==> config.mk <==
export PLATFORM = sky130hd
export DESIGN_NAME = ppcb_merge
export DESIGN_NICKNAME = d
export VERILOG_FILES = /design/src/hdl/assert_macros.svh /design/src/hdl/ppcb_pkg.sv /design/src/hdl/ppcb_avg.sv /design/src/hdl/ppcb_merge.sv
export SDC_FILE = /design/constraint.sdc
export NUM_CORES = 1
export LEC_CHECK = 0
export ABC_AREA = 1
export BUFFER_PORTS_ARGS = -buffer_cell sky130_fd_sc_hd__buf_2
export CELL_PAD_IN_SITES_DETAIL_PLACEMENT = 0
export CELL_PAD_IN_SITES_GLOBAL_PLACEMENT = 1
export CORE_MARGIN = 2
export CORE_UTILIZATION = 42
export DETAILED_ROUTE_END_ITERATION = 10
export PLACE_DENSITY = 0.95
export SLEW_MARGIN = 20
export SYNTH_ARGS = -nofsm -noshare
export SYNTH_HDL_FRONTEND = slang
export SYNTH_SLANG_ARGS = --single-unit
export TNS_END_PERCENT = 10
==> constraint.sdc <==
create_clock -name vclk -period 16.2
set_clock_uncertainty 0.05 [all_clocks]
set_input_delay 1.62 -clock vclk [all_inputs]
set_output_delay 1.62 -clock vclk [all_outputs]
set_load 0.1 [all_outputs]
==> src/hdl/assert_macros.svh <==
// Assertion macros shared by the cross blur RTL.
// Clocked on clk; the reset-qualified forms are disabled while rst_n is low.
`ifndef ASSERT_MACROS_SVH
`define ASSERT_MACROS_SVH

// Property checked at every clock edge outside reset.
`define PPCB_ASSERT(lbl, prop, msg) \
    lbl: assert property (@(posedge clk) disable iff (!rst_n) (prop)) else $error(msg);

// Antecedent in one cycle implies consequent in the next.
`define PPCB_ASSERT_NEXT(lbl, ante, cons, msg) \
    lbl: assert property (@(posedge clk) disable iff (!rst_n) (ante) |=> (cons)) \
        else $error(msg);

`endif

==> src/hdl/ppcb_pkg.sv <==
// Package for the packed pixel cross blur: request structs, mask struct,
// register indexes and default geometry. No dependencies.
`default_nettype none

package ppcb_pkg;

    localparam int DEF_WORDS_PER_ROW = 80;
    localparam int DEF_ROWS          = 200;

    localparam int WORD_W      = 32;
    localparam int PIXEL_W     = 8;
    localparam int PIXELS      = WORD_W / PIXEL_W;
    localparam int ROW_FIELD_W = 12;
    localparam int COL_FIELD_W = 10;
    localparam int CFG_IDX_W   = 1;

    localparam logic [CFG_IDX_W-1:0] REG_KEEP_AFTER_SHIFT = 1'b0;
    localparam logic [CFG_IDX_W-1:0] REG_FIELD_LOW_BIT    = 1'b1;

    localparam logic [PIXEL_W-1:0] KEEP_RESET = 8'd109;
    localparam logic [PIXEL_W-1:0] LOW_RESET  = 8'd37;

    typedef struct packed {
        logic [WORD_W-1:0] pixel_word;
        logic              first_of_frame;
    } ppcb_in_t;

    typedef struct packed {
        logic [WORD_W-1:0]      blurred_word;
        logic [ROW_FIELD_W-1:0] out_row;
        logic [COL_FIELD_W-1:0] out_column;
        logic                   last_of_frame;
    } ppcb_out_t;

    typedef struct packed {
        logic [PIXEL_W-1:0] keep;
        logic [PIXEL_W-1:0] low;
    } ppcb_mask_t;

endpackage

`default_nettype wire

==> src/hdl/ppcb_avg.sv <==
// Packed four-pixel masked average (a floor average when keep is 8'h7F and low is 8'h01), one averaging lane.
// Depends on ppcb_pkg for the mask struct.
`default_nettype none

module ppcb_avg (
    input  wire logic [ppcb_pkg::WORD_W-1:0] a,
    input  wire logic [ppcb_pkg::WORD_W-1:0] b,
    input  wire ppcb_pkg::ppcb_mask_t        mask,
    output logic      [ppcb_pkg::WORD_W-1:0] avg
);
    import ppcb_pkg::*;

    logic [WORD_W-1:0] keep;
    logic [WORD_W-1:0] low;

    assign keep = {PIXELS{mask.keep}};
    assign low  = {PIXELS{mask.low}};
    assign avg  = ((a >> 1) & keep) + ((b >> 1) & keep) + (a & b & low);

endmodule

`default_nettype wire

==> src/hdl/ppcb_merge.sv <==
// Merge stage: folds the vertical and horizontal lane results and the
// center word into the blurred word. Depends on ppcb_pkg and ppcb_avg.
`default_nettype none

module ppcb_merge (
    input  wire logic [ppcb_pkg::WORD_W-1:0] vert,
    input  wire logic [ppcb_pkg::WORD_W-1:0] horiz,
    input  wire logic [ppcb_pkg::WORD_W-1:0] center,
    input  wire ppcb_pkg::ppcb_mask_t        mask,
    output logic      [ppcb_pkg::WORD_W-1:0] blurred
);
    import ppcb_pkg::*;

    logic [WORD_W-1:0] cross_avg;

    ppcb_avg u_cross (
        .a    (vert),
        .b    (horiz),
        .mask (mask),
        .avg  (cross_avg)
    );

    ppcb_avg u_final (
        .a    (cross_avg),
        .b    (center),
        .mask (mask),
        .avg  (blurred)
    );

endmodule

`default_nettype wire

==> out/metrics.yaml <==
sta:
  tightest_slew_ps: 493
  rsz0062_at_grt: "false"
  hold_violations: 0
  relSlewSlack_pct: 67.4
  layout_min_cycle_time_ps: 8500
  finalSetupViolations: 0
  max_freq_mhz: 118
  tns_ps: 0
  fin_crit_sh_pct: 52.5
  slew_violations: 0
placed_design:
  placed_cells: 1317
  dp_hpwl_microns: 16700
  io_buffers: 144
  place.gp.congestion: 0.969
setup_path:
  slowest_stage: "fa_1"
  crit_path_max_incr_delay_ps: 570
  worst_ep_arrival_time_ps: 6830
  cp-start-kind: "primary input"
  critPathMaxFanout: 16
  crit_top_cell: "nand2_1"
  required_ps: 14530
  crit_type: "in2out"
  end_kind: "primary output"
  crit_chain: "buf_2, nand2_1, fa_1, inv_1, ha_1, nand2_1, nor2_1, inv_1, nor3_1, nand3_1, nand4_1, nand4_1, fa_1, inv_1, ha_1, a21oi_1, o21a_1, a21boi_0, nand3_1, nand2_1, nand2_1, xor2_1, buf_2"
yosys:
  yosysTopAreaCell: "fa_1"
  avgSynthCellArea_sq_um: 6.10
  synthesis.area_sq_um: 6170
  synthTopCellsByArea: "fa_1 (21%), nand2_1 (17%), ha_1 (12%)"
  synth.top_cells.by_count: "nand2_1 (281), inv_1 (188), nand3_1 (86)"
  syn_nets: 1248
  yosysTopAreaCellShare_pct: 20.8
  yosysMostFrequentCell: "nand2_1"
  netlist_instances: 1012
  yosysUniqueCellTypes: 43
  seq_area_frac_synth_pct: 0
  yosys_warnings: 0
finish:
  area.sequential_sq_um: 0
  seq_cells: 0
  area_growth_pct: 13.9
  n_fill_cell: 1627
  fin_cells: 1317
  finalNetCount: 1371
  num-clock-buffers: 0
  drive_gt1_share_pct: 15.3
  antenna_cells: 0
global_routing:
  antenna_found_initial: 0
  grt-ovfl-total: 0
  grt_pass1_vias: 6533
  track_usage_pct: 24.6
  grt_max_degree: 17
  grt_pass1_wl_microns: 31700
detailed_routing:
  vias: 6737
  drtPass1Iterations: 6
  drtIter0Drc: 524
  wl_per_cell_microns: 14.9
  drc: 0
  ant_nets: 0
  avgViaCountPerCell: 5.12
  routed_wl_microns: 19600
floorplanning:
  initial_core_util_pct: 42.8
  rows: 44
  fp.dieH_microns: 125
  fp.dieArea_sq_um: 15700
  top_level_ports: 144
  die_w_microns: 125
  fp.coreArea_sq_um: 14400
clocking:
  cts_setup_buffers: 0
  cts_resized: 0
  hold_buffers: 0
power_and_ir_drop:
  power.leakage_nw: 4.14
  power.density_nw_per_um2: 94.6
  irDropWorstVdd_mv: 0.0813
min_path:
  hold_class: "in2out"
outcome:
  status: "complete, no violations"
flow_run:
  cap_viol_max_count: 0
==> routing by layer <==
layer	vias to the layer above	routed length, microns	global-route usage (%)
li1	3465	-	-
met1	3006	9110	33.9
met2	230	8890	42.1
met3	36	1030	1.58
met4	0	534	6.54
met5	-	0	0
==> report_power, final <==
part / internal, mW / leakage [nW] / switching [mW] / total (mW)
Clock: 0 / 0 / 0 / 0
Combinational: 0.148 / 4.14 / 0.517 / 0.665
Sequential: 0 / 0 / 0 / 0
Total: 0.148 / 4.14 / 0.517 / 0.665
==> worst max-delay path, delay by kind of cell <==
| family | cells | cell delay [ps] |
|---|---|---|
| adder cells (fa/ha/maj) | 4 | 1830 |
| AND/OR/NAND/NOR | 10 | 1570 |
| buffers and inverters | 5 | 1000 |
| AO/OA/AOI/OAI | 3 | 630 |
| XOR/XNOR | 1 | 160 |
==> cell type report <==
cell class                 instances  area, sq um  area share [%]
multi-input combinational        796         5350            76.2
timing repair buffer             144          721            10.3
inverter                         193          724            10.3
tap                              184          230            3.28
==> through the flow <==
stage          util (%)  total power, mW  instance area [sq um]  setup slack [ps]  hold slack [ps]
2_1_floorplan         -            0.542                   6170              7400             3960
4_1_cts            48.7            0.665                   7030              7760             3890
3_3_place_gp       48.7            0.662                   7030              7810             3900
3_5_place_dp       48.7            0.662                   7030              7770             3890
6_report           48.7            0.665                   7030              7700             3890
5_1_grt            48.7            0.719                   7030              7340             3950
==> final timing paths <==
kind	to	cells past startpoint	startpoint
min	blurred[31]	7	center[31]
max	blurred[27]	23	mask[10]
==> placed cells by master, fill, tap and decap left out, types with 3 or more instances in the layout <==
master and instances:
nand2_2 6, and3_1 3, buf_2 144, ha_1 60, o21a_1 5, o21ai_2 5
a21o_1 8, o21bai_1 10, o21ai_1 7, nand3_1 86, fa_1 64, xor2_1 25
nor3_1 16, nand4_1 18, inv_2 5, nor2_1 55, xnor2_1 15, o21ai_0 22
a21oi_1 71, a21oi_2 4, nand3b_1 11, inv_1 188, nand2_1 281
==> kinds of logic after synthesis <==
logic type / count (synthesis) / share of synthesized area, %
AND/OR/NAND/NOR: 489 / 34.5
buffers and inverters: 216 / 13.3
AO/OA/AOI/OAI: 143 / 13.6
adder cells (fa/ha/maj): 124 / 32.9
XOR/XNOR: 40 / 5.68
Note: power is estimated with default switching activity, not from simulation.
