File: src/hdl/assert_macros.svh
// Assertion macros shared by the cross blur RTL.
// Clocked on clk; the reset-qualified forms are disabled while rst_n is low.
`ifndef ASSERT_MACROS_SVH
`define ASSERT_MACROS_SVH

// Property checked at every clock edge outside reset.
`define PPCB_ASSERT(lbl, prop, msg) \
    lbl: assert property (@(posedge clk) disable iff (!rst_n) (prop)) else $error(msg);

// Antecedent in one cycle implies consequent in the next.
`define PPCB_ASSERT_NEXT(lbl, ante, cons, msg) \
    lbl: assert property (@(posedge clk) disable iff (!rst_n) (ante) |=> (cons)) \
        else $error(msg);

`endif

File: src/hdl/ppcb_pkg.sv
// Package for the packed pixel cross blur: request structs, mask struct,
// register indexes and default geometry. No dependencies.
`default_nettype none

package ppcb_pkg;

    localparam int DEF_WORDS_PER_ROW = 80;
    localparam int DEF_ROWS          = 200;

    localparam int WORD_W      = 32;
    localparam int PIXEL_W     = 8;
    localparam int PIXELS      = WORD_W / PIXEL_W;
    localparam int ROW_FIELD_W = 12;
    localparam int COL_FIELD_W = 10;
    localparam int CFG_IDX_W   = 1;

    localparam logic [CFG_IDX_W-1:0] REG_KEEP_AFTER_SHIFT = 1'b0;
    localparam logic [CFG_IDX_W-1:0] REG_FIELD_LOW_BIT    = 1'b1;

    localparam logic [PIXEL_W-1:0] KEEP_RESET = 8'd109;
    localparam logic [PIXEL_W-1:0] LOW_RESET  = 8'd37;

    typedef struct packed {
        logic [WORD_W-1:0] pixel_word;
        logic              first_of_frame;
    } ppcb_in_t;

    typedef struct packed {
        logic [WORD_W-1:0]      blurred_word;
        logic [ROW_FIELD_W-1:0] out_row;
        logic [COL_FIELD_W-1:0] out_column;
        logic                   last_of_frame;
    } ppcb_out_t;

    typedef struct packed {
        logic [PIXEL_W-1:0] keep;
        logic [PIXEL_W-1:0] low;
    } ppcb_mask_t;

endpackage

`default_nettype wire

File: src/hdl/ppcb_avg.sv
// Packed four-pixel masked average (a floor average when keep is 8'h7F and low is 8'h01), one averaging lane.
// Depends on ppcb_pkg for the mask struct.
`default_nettype none

module ppcb_avg (
    input  wire logic [ppcb_pkg::WORD_W-1:0] a,
    input  wire logic [ppcb_pkg::WORD_W-1:0] b,
    input  wire ppcb_pkg::ppcb_mask_t        mask,
    output logic      [ppcb_pkg::WORD_W-1:0] avg
);
    import ppcb_pkg::*;

    logic [WORD_W-1:0] keep;
    logic [WORD_W-1:0] low;

    assign keep = {PIXELS{mask.keep}};
    assign low  = {PIXELS{mask.low}};
    assign avg  = ((a >> 1) & keep) + ((b >> 1) & keep) + (a & b & low);

endmodule

`default_nettype wire

File: config.mk
export PLATFORM = sky130hd
export DESIGN_NAME = ppcb_avg
export DESIGN_NICKNAME = d
export VERILOG_FILES = /design/src/hdl/assert_macros.svh /design/src/hdl/ppcb_pkg.sv /design/src/hdl/ppcb_avg.sv
export SDC_FILE = /design/constraint.sdc
export NUM_CORES = 1
export LEC_CHECK = 0
export BUFFER_PORTS_ARGS = -buffer_cell sky130_fd_sc_hd__buf_2
export CORE_ASPECT_RATIO = 1.5
export CORE_MARGIN = 2
export CORE_UTILIZATION = 47
export DETAILED_ROUTE_END_ITERATION = 6
export GPL_ROUTABILITY_DRIVEN = 0
export PLACE_DENSITY = 0.9
export SLEW_MARGIN = 20
export SYNTH_ARGS = -nofsm -noshare
export SYNTH_HDL_FRONTEND = slang
export SYNTH_SLANG_ARGS = --single-unit
File: constraint.sdc
create_clock -name vclk -period 3.2
set_input_delay 0.16 -clock vclk [all_inputs]
set_output_delay 0.16 -clock vclk [all_outputs]
set_load 0.01 [all_outputs]
==> results of run 1 <==
-- power groups by stage --
stage                     combinational [µW]  clock, µW  sequential [µW]
after detailed placement                 810          0                0
after global placement                   786          0                0
after CTS                                815          0                0
after global routing                     946          0                0
after floorplan                          505          0                0
final                                    865          0                0
-- final cells by class --
type	count	area, µm²	area share
tap	72	90.1	0.0233
multi-input combinational	335	2750	0.711
timing repair buffer	143	806	0.208
inverter	59	221	0.0572
-- layer usage --
layer / share of wire / vias to the layer above / global-route usage
li1: - / 1624 / -
met4: 0.061 / 0 / 0.135
met2: 0.55 / 131 / 0.494
met1: 0.34 / 1626 / 0.264
met3: 0.046 / 44 / 0.0123
met5: 0 / - / 0
-- repair_timing --
item	4_1_cts	5_1_grt
buffers inserted	0	2
resized for setup	3	28
endpoints found under the setup margin	5	8
cloned	0	0
pin swaps	3	11
-- cells by family (layout without fill, tap and decap cells) --
logic type / Yosys count / count (layout)
AOI/OAI and AO/OA: 94 / 94
xor gates and xnor gates: 27 / 27
adders and majority gates: 62 / 62
buffers and inverters: 69 / 202
and+or+nand+nor: 152 / 152
-- worst max-delay path, delay by kind of cell --
kind                     cells  cell delay (ns)
AO/OA/AOI/OAI                7             1.49
adder cells (fa/ha/maj)      3             1.07
buffers and inverters        3             0.28
AND/OR/NAND/NOR              1             0.08
-- cell usage after synthesis, drive strengths merged, types with 5 or more instances --
master / n
clkbuf: 8
nor2: 14
o21bai: 5
inv: 59
nand3: 33
a21oi: 32
xor2: 14
ha: 30
nand2: 76
xnor2: 13
and2: 6
nand4: 7
a21o: 19
a211oi: 5
fa: 32
o21ai: 18
-- final timing paths --
| check | slack [ns] | cells past startpoint | start | to |
|---|---|---|---|---|
| hold / removal | 0.83 | 4 | b[0] | avg[0] |
| setup / recovery | -0.05 | 14 | a[1] | avg[29] |
-- layout by cell type (no fill, tap or decap), types with 3 or more instances in the layout --
cell type  count
a21oi_2        6
buf_2        110
ha_2           7
fa_1          31
nand3_1       31
nand2b_1       3
xor2_1        14
o21ai_0       11
nor2_1        14
buf_4         31
ha_4           3
a21o_1        19
xnor2_1       13
nand4_1        7
ha_1          20
and2_1         6
a21oi_1       26
o21bai_1       3
inv_1         58
and3_1         3
nand2_1       74
a211oi_2       3
o21ai_1        6
-- metrics by stage --
step | util | std cells | setup WS [ns] | power (µW) | hold WS (ns)
6_report | 0.659 | 609 | -0.0490 | 865 | 0.829
5_1_grt | 0.659 | 609 | -0.132 | 946 | 0.856
4_1_cts | 0.633 | 607 | 0.0187 | 815 | 0.802
3_5_place_dp | 0.631 | 607 | -0.205 | 810 | 0.802
3_3_place_gp | 0.631 | 607 | -0.114 | 786 | 0.793
2_1_floorplan | - | 404 | 0.00507 | 505 | 0.634
==> metrics.md, run 1 <==
| Metric | Value |
|---|---|
| Area post-placement | 0.00371 mm² |
| GR Overflow Total | 0 |
| Area delta synth->final | 34.4% |
| First-pass GRT wire length | 13.9 mm |
| Multiplexer share of the synthesized area | 0 |
| Final period util | 1.02 |
| CP Capture Type | output pin |
| Sequential element share of the synthesized area | 0 |
| Drt pass-1 iters | 6 |
| Tot GR Track Use | 0.256 |
| Switching Fraction | 0.564 |
| Simple-gate portion of the synthesized area | 0.240 |
| Number of routed nets with antenna violations | 0 |
| Routed length per instance | around 15 µm |
| Sequential share of power | 0 |
| RSZ-0062 raised after global routing | true |
| Critical path data arrival time | 3.09 ns |
| Die Ht | 99.9 µm |
| Post-Synth Adder-Cell Area | 0.353 |
| Worst Path Required | 3.04 ns |
| Crit-path cells | buf_2 -> nand3_2 -> fa_1 -> inv_1 -> ha_2 -> fa_2 -> a211oi_2 -> o21ai_2 -> a211oi_4 -> o21bai_4 -> o211ai_2 -> o22ai_2 -> a311o_1 -> buf_2 |
| Vias per inst | roughly 5.6 |
| Xor and xnor area share after synthesis | 0.0821 |
| Ys Warns | 0 |
| Post-Synthesis Net Count | 546 |
| Post-route minimum period | 3.25 ns |
| Cells after Synth | 404 |
| Largest family of logic cells by synthesized area | adder cells |
| Nets | 681 |
| Post-synth top area share | 0.222 |
| Clock group share of total power | 0 |
| Post-DP HPWL | 7.79 mm |
| FF+latch count | 0 |
| Final WS setup | -0.0490 ns |
| DRC violations left | 0 |
| Max frequency | 0.308 GHz |
| Number of cell rows | 34 |
| Net load switching power | about 500 µW |
| Setup_tns | -0.0645 ns |
| Die width | 67.9 µm |
| P_leak | 0.00223 µW |
| Kind of start point of the critical path | input pin |
| Share of layout cells above drive strength 1 | 0.339 |
| VDD IR max | about 0.00013 V |
| Gate power share | 1.000 |
| Initial antenna violation count | 0 |
| Violated checks | setup timing |
| Diodes inserted | 0 |
| Filler Cell Count | a little under 500 |
| Routed WL | about 9 mm |
| IO Port Bufs | 112 |
| Headroom to the max-slew limit | 0.741 |
| Die area | 0.00678 mm² |
| Ports | approximately 110 |
| CP Max Fanout | 3 |
| Worst slew pin tran | roughly 0.38 ns |
| Vias in the first global route | 3444 |
| CP max stage cell | fa_1 |
| Layout clock buffers | 0 |
| Worst hold path class | input pin to output pin |
| Mapped Area | 0.00288 mm² |
| Cell mode on critical path | buf_2 |
| CP Class | input pin to output pin |
| Slew Viols, Final | 0 |
| Seq. cell area | 0 µm² |
| Via count | between 3000 and 4000 |
| Area leader, netlist | fa_1 |
| Total core area | 0.00587 mm² |
| P per Cell Area | roughly 220 mW/mm² |
| Internal cell power | 377 µW |
| Design area | 0.00387 mm² |
| Netlist cell types | 46 |
| Synth Area in Compound Gates | 0.232 |
| Largest net degree at the start of global routing | 9 |
| Max incr delay on CP | between 0.5 and 0.6 ns |
| DRT iter0 DRCs | 181 |
| Maxcap violations | 0 |
| Syn Area/Cell | about 7.1 µm² |
| Final Hold Viols | 0 |
| Final setup vio count | 3 |
| Outcome | finished with violations |
| Hold bufs inserted after CTS | 0 |
| Synth top area cells | fa_1, ha_1, nand2_1 |
| Initial Utilization | 0.491 |
(Power assumes the default switching activity.)
==> run 2, diff against run 1 <==
- CAP_MARGIN: not set -> 20
- CORE_UTILIZATION: 47 -> 57
- PLACE_DENSITY: 0.9 -> 0.95
- clock period: 3.2 -> 4 ns (I/O delays scaled with it)
==> metrics.md, run 2 (same netlist as run 1, synthesis figures left out) <==
| Metric | Value |
|---|---|
| Most common cell after layout, fill and taps aside | buf_2 |
| Kind of cell adding the most delay to the critical path | compound AO/OA/AOI/OAI gates |
| Die Ht | 91.1 µm (-8.8%) |
| First-pass GRT wire length | 13.6 mm (-2.1%) |
| Final period util | 0.917 |
| RSZ-0062 raised after global routing | false |
| Routed WL | 8.36 mm (-8.6%) |
| Initial antenna violation count | 0 (unchanged) |
| Worst slew pin tran | 0.389 ns (+0.00456 ns) |
| FF+latch count | 0 (unchanged) |
| Critical path data arrival time | 3.47 ns (+0.38 ns) |
| Design area | 0.00348 mm² (-10%) |
| Vias in the first global route | 3243 (-5.8%) |
| CP max stage cell | fa_1 |
| Setup_tns | 0 ns (+0.0645 ns) |
| Hold bufs inserted after CTS | 0 (unchanged) |
| Worst hold path class | input pin to output pin |
| Outcome | complete, no violations |
| DRT iter0 DRCs | 202 (+12%) |
| Share of layout cells above drive strength 1 | 0.251 (-0.0879) |
| Total core area | 0.00485 mm² (-17%) |
| Diodes inserted | 0 (unchanged) |
| CP Max Fanout | 8 (+5) |
| Area post-placement | 0.00348 mm² (-6.2%) |
| DRC violations left | 0 (unchanged) |
| Crit-path cells | buf_2 -> nand2_1 -> fa_1 -> inv_1 -> ha_1 -> fa_1 -> a211oi_2 -> o21ai_1 -> a21oi_1 -> o31ai_2 -> a221oi_2 -> and3b_1 -> a221oi_2 -> o21ai_1 -> buf_2 |
| Post-CTS Resized | 0 (-3) |
| Drt pass-1 iters | 5 (-1) |
| P_leak | 0.00208 µW (-6.9%) |
| Filler Cell Count | 397 (-19%) |
| CP Class | input pin to output pin |
| Via count | 3290 (-3.9%) |
| Slew Viols, Final | 0 (unchanged) |
| Buffer count from post-CTS setup fixing | 0 (unchanged) |
| Maxcap violations | 0 (unchanged) |
| Largest net degree at the start of global routing | 10 (+1) |
| Final setup vio count | 0 (-3) |
| Kind of start point of the critical path | input pin |
| VDD IR max | 0.000108 V (-20%) |
| Post-route minimum period | 3.67 ns |
| GR Overflow Total | 0 (unchanged) |
| Max incr delay on CP | 0.53 ns (+0.02 ns) |
| Ports | 112 (unchanged) |
| Nets | 650 (-4.6%) |
| Number of routed nets with antenna violations | 0 (unchanged) |
| Number of cell rows | 31 (-8.8%) |
| IO Port Bufs | 112 (unchanged) |
| Vias per inst | 5.75 (+2.3%) |
| Commonest non-fill, non-tap cells in the layout | buf_2, nand2_1, inv_1, nand3_1, fa_1 |
| Routed length per instance | 14.6 µm (-2.7%) |
| CP Capture Type | output pin |
| Die area | 0.00565 mm² (-17%) |
| Tot GR Track Use | 0.304 (+0.0478) |
| Final Hold Viols | 0 (unchanged) |
| Worst Path Required | 3.80 ns (+0.76 ns) |
| Die width | 62.0 µm (-8.7%) |
| P per Cell Area | 177 mW/mm² (-21%) |
| Post-DP HPWL | 7.40 mm (-5.0%) |
| Initial Utilization | 0.594 (+0.103) |
| Max frequency | approximately 0.27 GHz |
| Area delta synth->final | 20.7% |
| Seq. cell area | 0 µm² (unchanged) |
| Layout clock buffers | 0 (unchanged) |
| Headroom to the max-slew limit | 0.740 (-0.000830) |
| Buf/Inv on CP | 3 (unchanged) |
## run 2: through the flow
stage          hold slack [ns]  worst slack [ns]  total power, µW   util  instances
2_1_floorplan            0.714             0.609              403      -        404
3_3_place_gp             0.877             0.424              583  0.717        572
3_5_place_dp             0.898             0.346              604  0.717        572
4_1_cts                  0.888             0.335              607  0.717        572
5_1_grt                  0.907             0.107              682  0.717        572
6_report                 0.905             0.333              615  0.717        572
## run 2: layer usage
metal / vias up / GRT usage / wire length (µm)
met4: 0 / 0.160 / 505
met3: 46 / 0.0399 / 416
met1: 1549 / 0.323 / 2880
met2: 130 / 0.541 / 4550
met5: - / 0 / 0
li1: 1565 / - / -
## run 2: path summary, 6_finish.rpt
| kind | startpoint | to | slack (ns) | cells after the start |
|---|---|---|---|---|
| worst min-delay path | a[1] | avg[0] | 0.91 | 4 |
| worst max-delay path | mask[9] | avg[31] | 0.33 | 15 |
## run 2: power breakdown
part	total [µW]	switching [µW]	internal, µW
Clock	0	0	0
Combinational	615	362	252
Sequential	0	0	0
Total	615	362	252
## run 2: final cells by class
type                            count  area [µm²]  share of cell area
Timing Repair Buffer              112         561               0.161
Tap cell                           66        82.6              0.0237
Multi-Input combinational cell    335        2610               0.751
Inverter                           59         221              0.0637
==> run 3, diff against run 2 <==
- CORE_UTILIZATION: 57 -> 25
- PLACE_DENSITY: 0.95 -> 0.56
==> metrics.md, run 3 (same netlist as run 1, synthesis figures left out) <==
| Metric | Value |
|---|---|
| DRT iter0 DRCs | 77 (-62%) |
| Max frequency | 0.269 GHz (-1.5%) |
| Via count | 3094 (-6.0%) |
| Final period util | 0.931 (+0.0138) |
| Layout clock buffers | 0 (unchanged) |
| Commonest non-fill, non-tap cells in the layout | buf_2, nand2_1, inv_1, nand3_1, fa_1 |
| Initial Utilization | 0.254 (-0.340) |
| Total power | 619 µW (+0.72%) |
| WL met1 | 3.37 mm (+17%) |
| Total core area | 0.0114 mm² (+130%) |
| First-pass GRT wire length | 15.0 mm (+10%) |
| Number of routed nets with antenna violations | 0 (unchanged) |
| Largest net degree at the start of global routing | 10 (unchanged) |
| Tot GR Track Use | 0.149 (-0.155) |
| Final setup vio count | 0 (unchanged) |
| Top Metal Used | met4 |
| Post-route minimum period | 3.72 ns (+0.0553 ns) |
| Maxcap violations | 0 (unchanged) |
| Kind of start point of the critical path | input pin |
| Worst slew pin tran | 0.360 ns (-0.0296 ns) |
| Final Hold Viols | 0 (unchanged) |
| Filler Cell Count | 1262 (+220%) |
| Outcome | complete, no violations |
| Nets | 650 (unchanged) |
| CP Class | input pin to output pin |
| Share of layout cells above drive strength 1 | 0.251 (unchanged) |
| Setup_tns | 0 ns (unchanged) |
| P per Cell Area | 173 mW/mm² (-2.2%) |
| CP Max Fanout | 8 (unchanged) |
| Kind of cell adding the most delay to the critical path | compound AO/OA/AOI/OAI gates |
| Drt pass-1 iters | 4 (-1) |
| Max incr delay on CP | 0.54 ns (about the same) |
| Post-CTS Resized | 0 (unchanged) |
| Post-DP HPWL | 8.69 mm (+17%) |
| Buffer count from post-CTS setup fixing | 0 (unchanged) |
| Final WS setup | 0.278 ns (-0.0553 ns) |
| Routed WL | 9.43 mm (+13%) |
| IO Port Bufs | 112 (unchanged) |
| Vias per inst | 4.72 (-18%) |
| Ports | 112 (unchanged) |
| Buf/Inv on CP | 3 (unchanged) |
| FF+latch count | 0 (unchanged) |
| Most common cell after layout, fill and taps aside | buf_2 |
| Area delta synth->final | 24.4% |
| Area post-placement | 0.00358 mm² (+3.0%) |
| CP Capture Type | output pin |
| P_leak | 0.00208 µW (unchanged) |
| Critical path data arrival time | 3.52 ns (+0.05 ns) |
| Die width | 91.6 µm (+48%) |
| Die Ht | 135 µm (+49%) |
| Seq. cell area | 0 µm² (unchanged) |
| Design area | 0.00358 mm² (+3.0%) |
| Number of cell rows | 48 (+55%) |
| CP max stage cell | fa_1 |
| Headroom to the max-slew limit | 0.759 (+0.0186) |
| Diodes inserted | 0 (unchanged) |
| Worst Path Required | 3.80 ns (about the same) |
| Vias in the first global route | 3194 (-1.5%) |
| Routed length per instance | 14.4 µm (-1.6%) |
| Hold bufs inserted after CTS | 0 (unchanged) |
| Met3 routed WL | 363 µm (-13%) |
| RSZ-0062 raised after global routing | false |
| Crit-path cells | buf_2 -> nand2_1 -> fa_1 -> inv_1 -> ha_1 -> fa_1 -> a211oi_2 -> o21ai_1 -> a21oi_1 -> o31ai_2 -> a221oi_2 -> and3b_1 -> a221oi_2 -> o21ai_1 -> buf_2 |
| Hold Crit Depth | 4 (unchanged) |
| CP Depth | 15 (unchanged) |
| Worst hold path class | input pin to output pin |
| Met2 wire length | 5.52 mm (+21%) |
| Initial antenna violation count | 0 (unchanged) |
| Slew Viols, Final | 0 (unchanged) |
| VDD IR max | 0.0000643 V (-40%) |
| GR Overflow Total | 0 (unchanged) |
| Die area | 0.0124 mm² (+120%) |
| DRC violations left | 0 (unchanged) |
| DP Worst Slack | 0.232 ns (-0.114 ns) |
run 3: cell counts in the layout (fill, tap and decap cells not counted):
Identical to the previous run, type by type.
run 3: stage by stage:
stage / cells / utilization / hold slack, ns
after global routing: 656 / 0.316 / 0.950
after floorplan: 404 / - / 0.714
final: 656 / 0.316 / 0.900
after CTS: 656 / 0.316 / 0.896
after detailed placement: 656 / 0.316 / 0.907
after global placement: 656 / 0.316 / 0.877
run 3: layout make-up:
cell class                      count  area, µm²  share of cell area
Multi-Input combinational cell    335       2610               0.729
Tap cell                          150        188              0.0524
Inverter                           59        221              0.0618
Timing Repair Buffer              112        561               0.156
run 3: path summary, 6_finish.rpt:
check	from	end	slack (ns)
setup / recovery	mask[9]	avg[31]	0.28
hold / removal	a[1]	avg[0]	0.90
run 3: where the power goes:
part	switching (µW)	leakage (µW)	internal, µW
Clock	0	0	0
Combinational	367	0.00208	252
Sequential	0	0	0
Total	367	0.00208	252
run 3: metal layers:
metal / global-route usage / vias to the layer above
met3: 0.0117 / 10
li1: - / 1565
met2: 0.318 / 62
met5: 0 / -
met4: 0.0236 / 0
met1: 0.155 / 1457
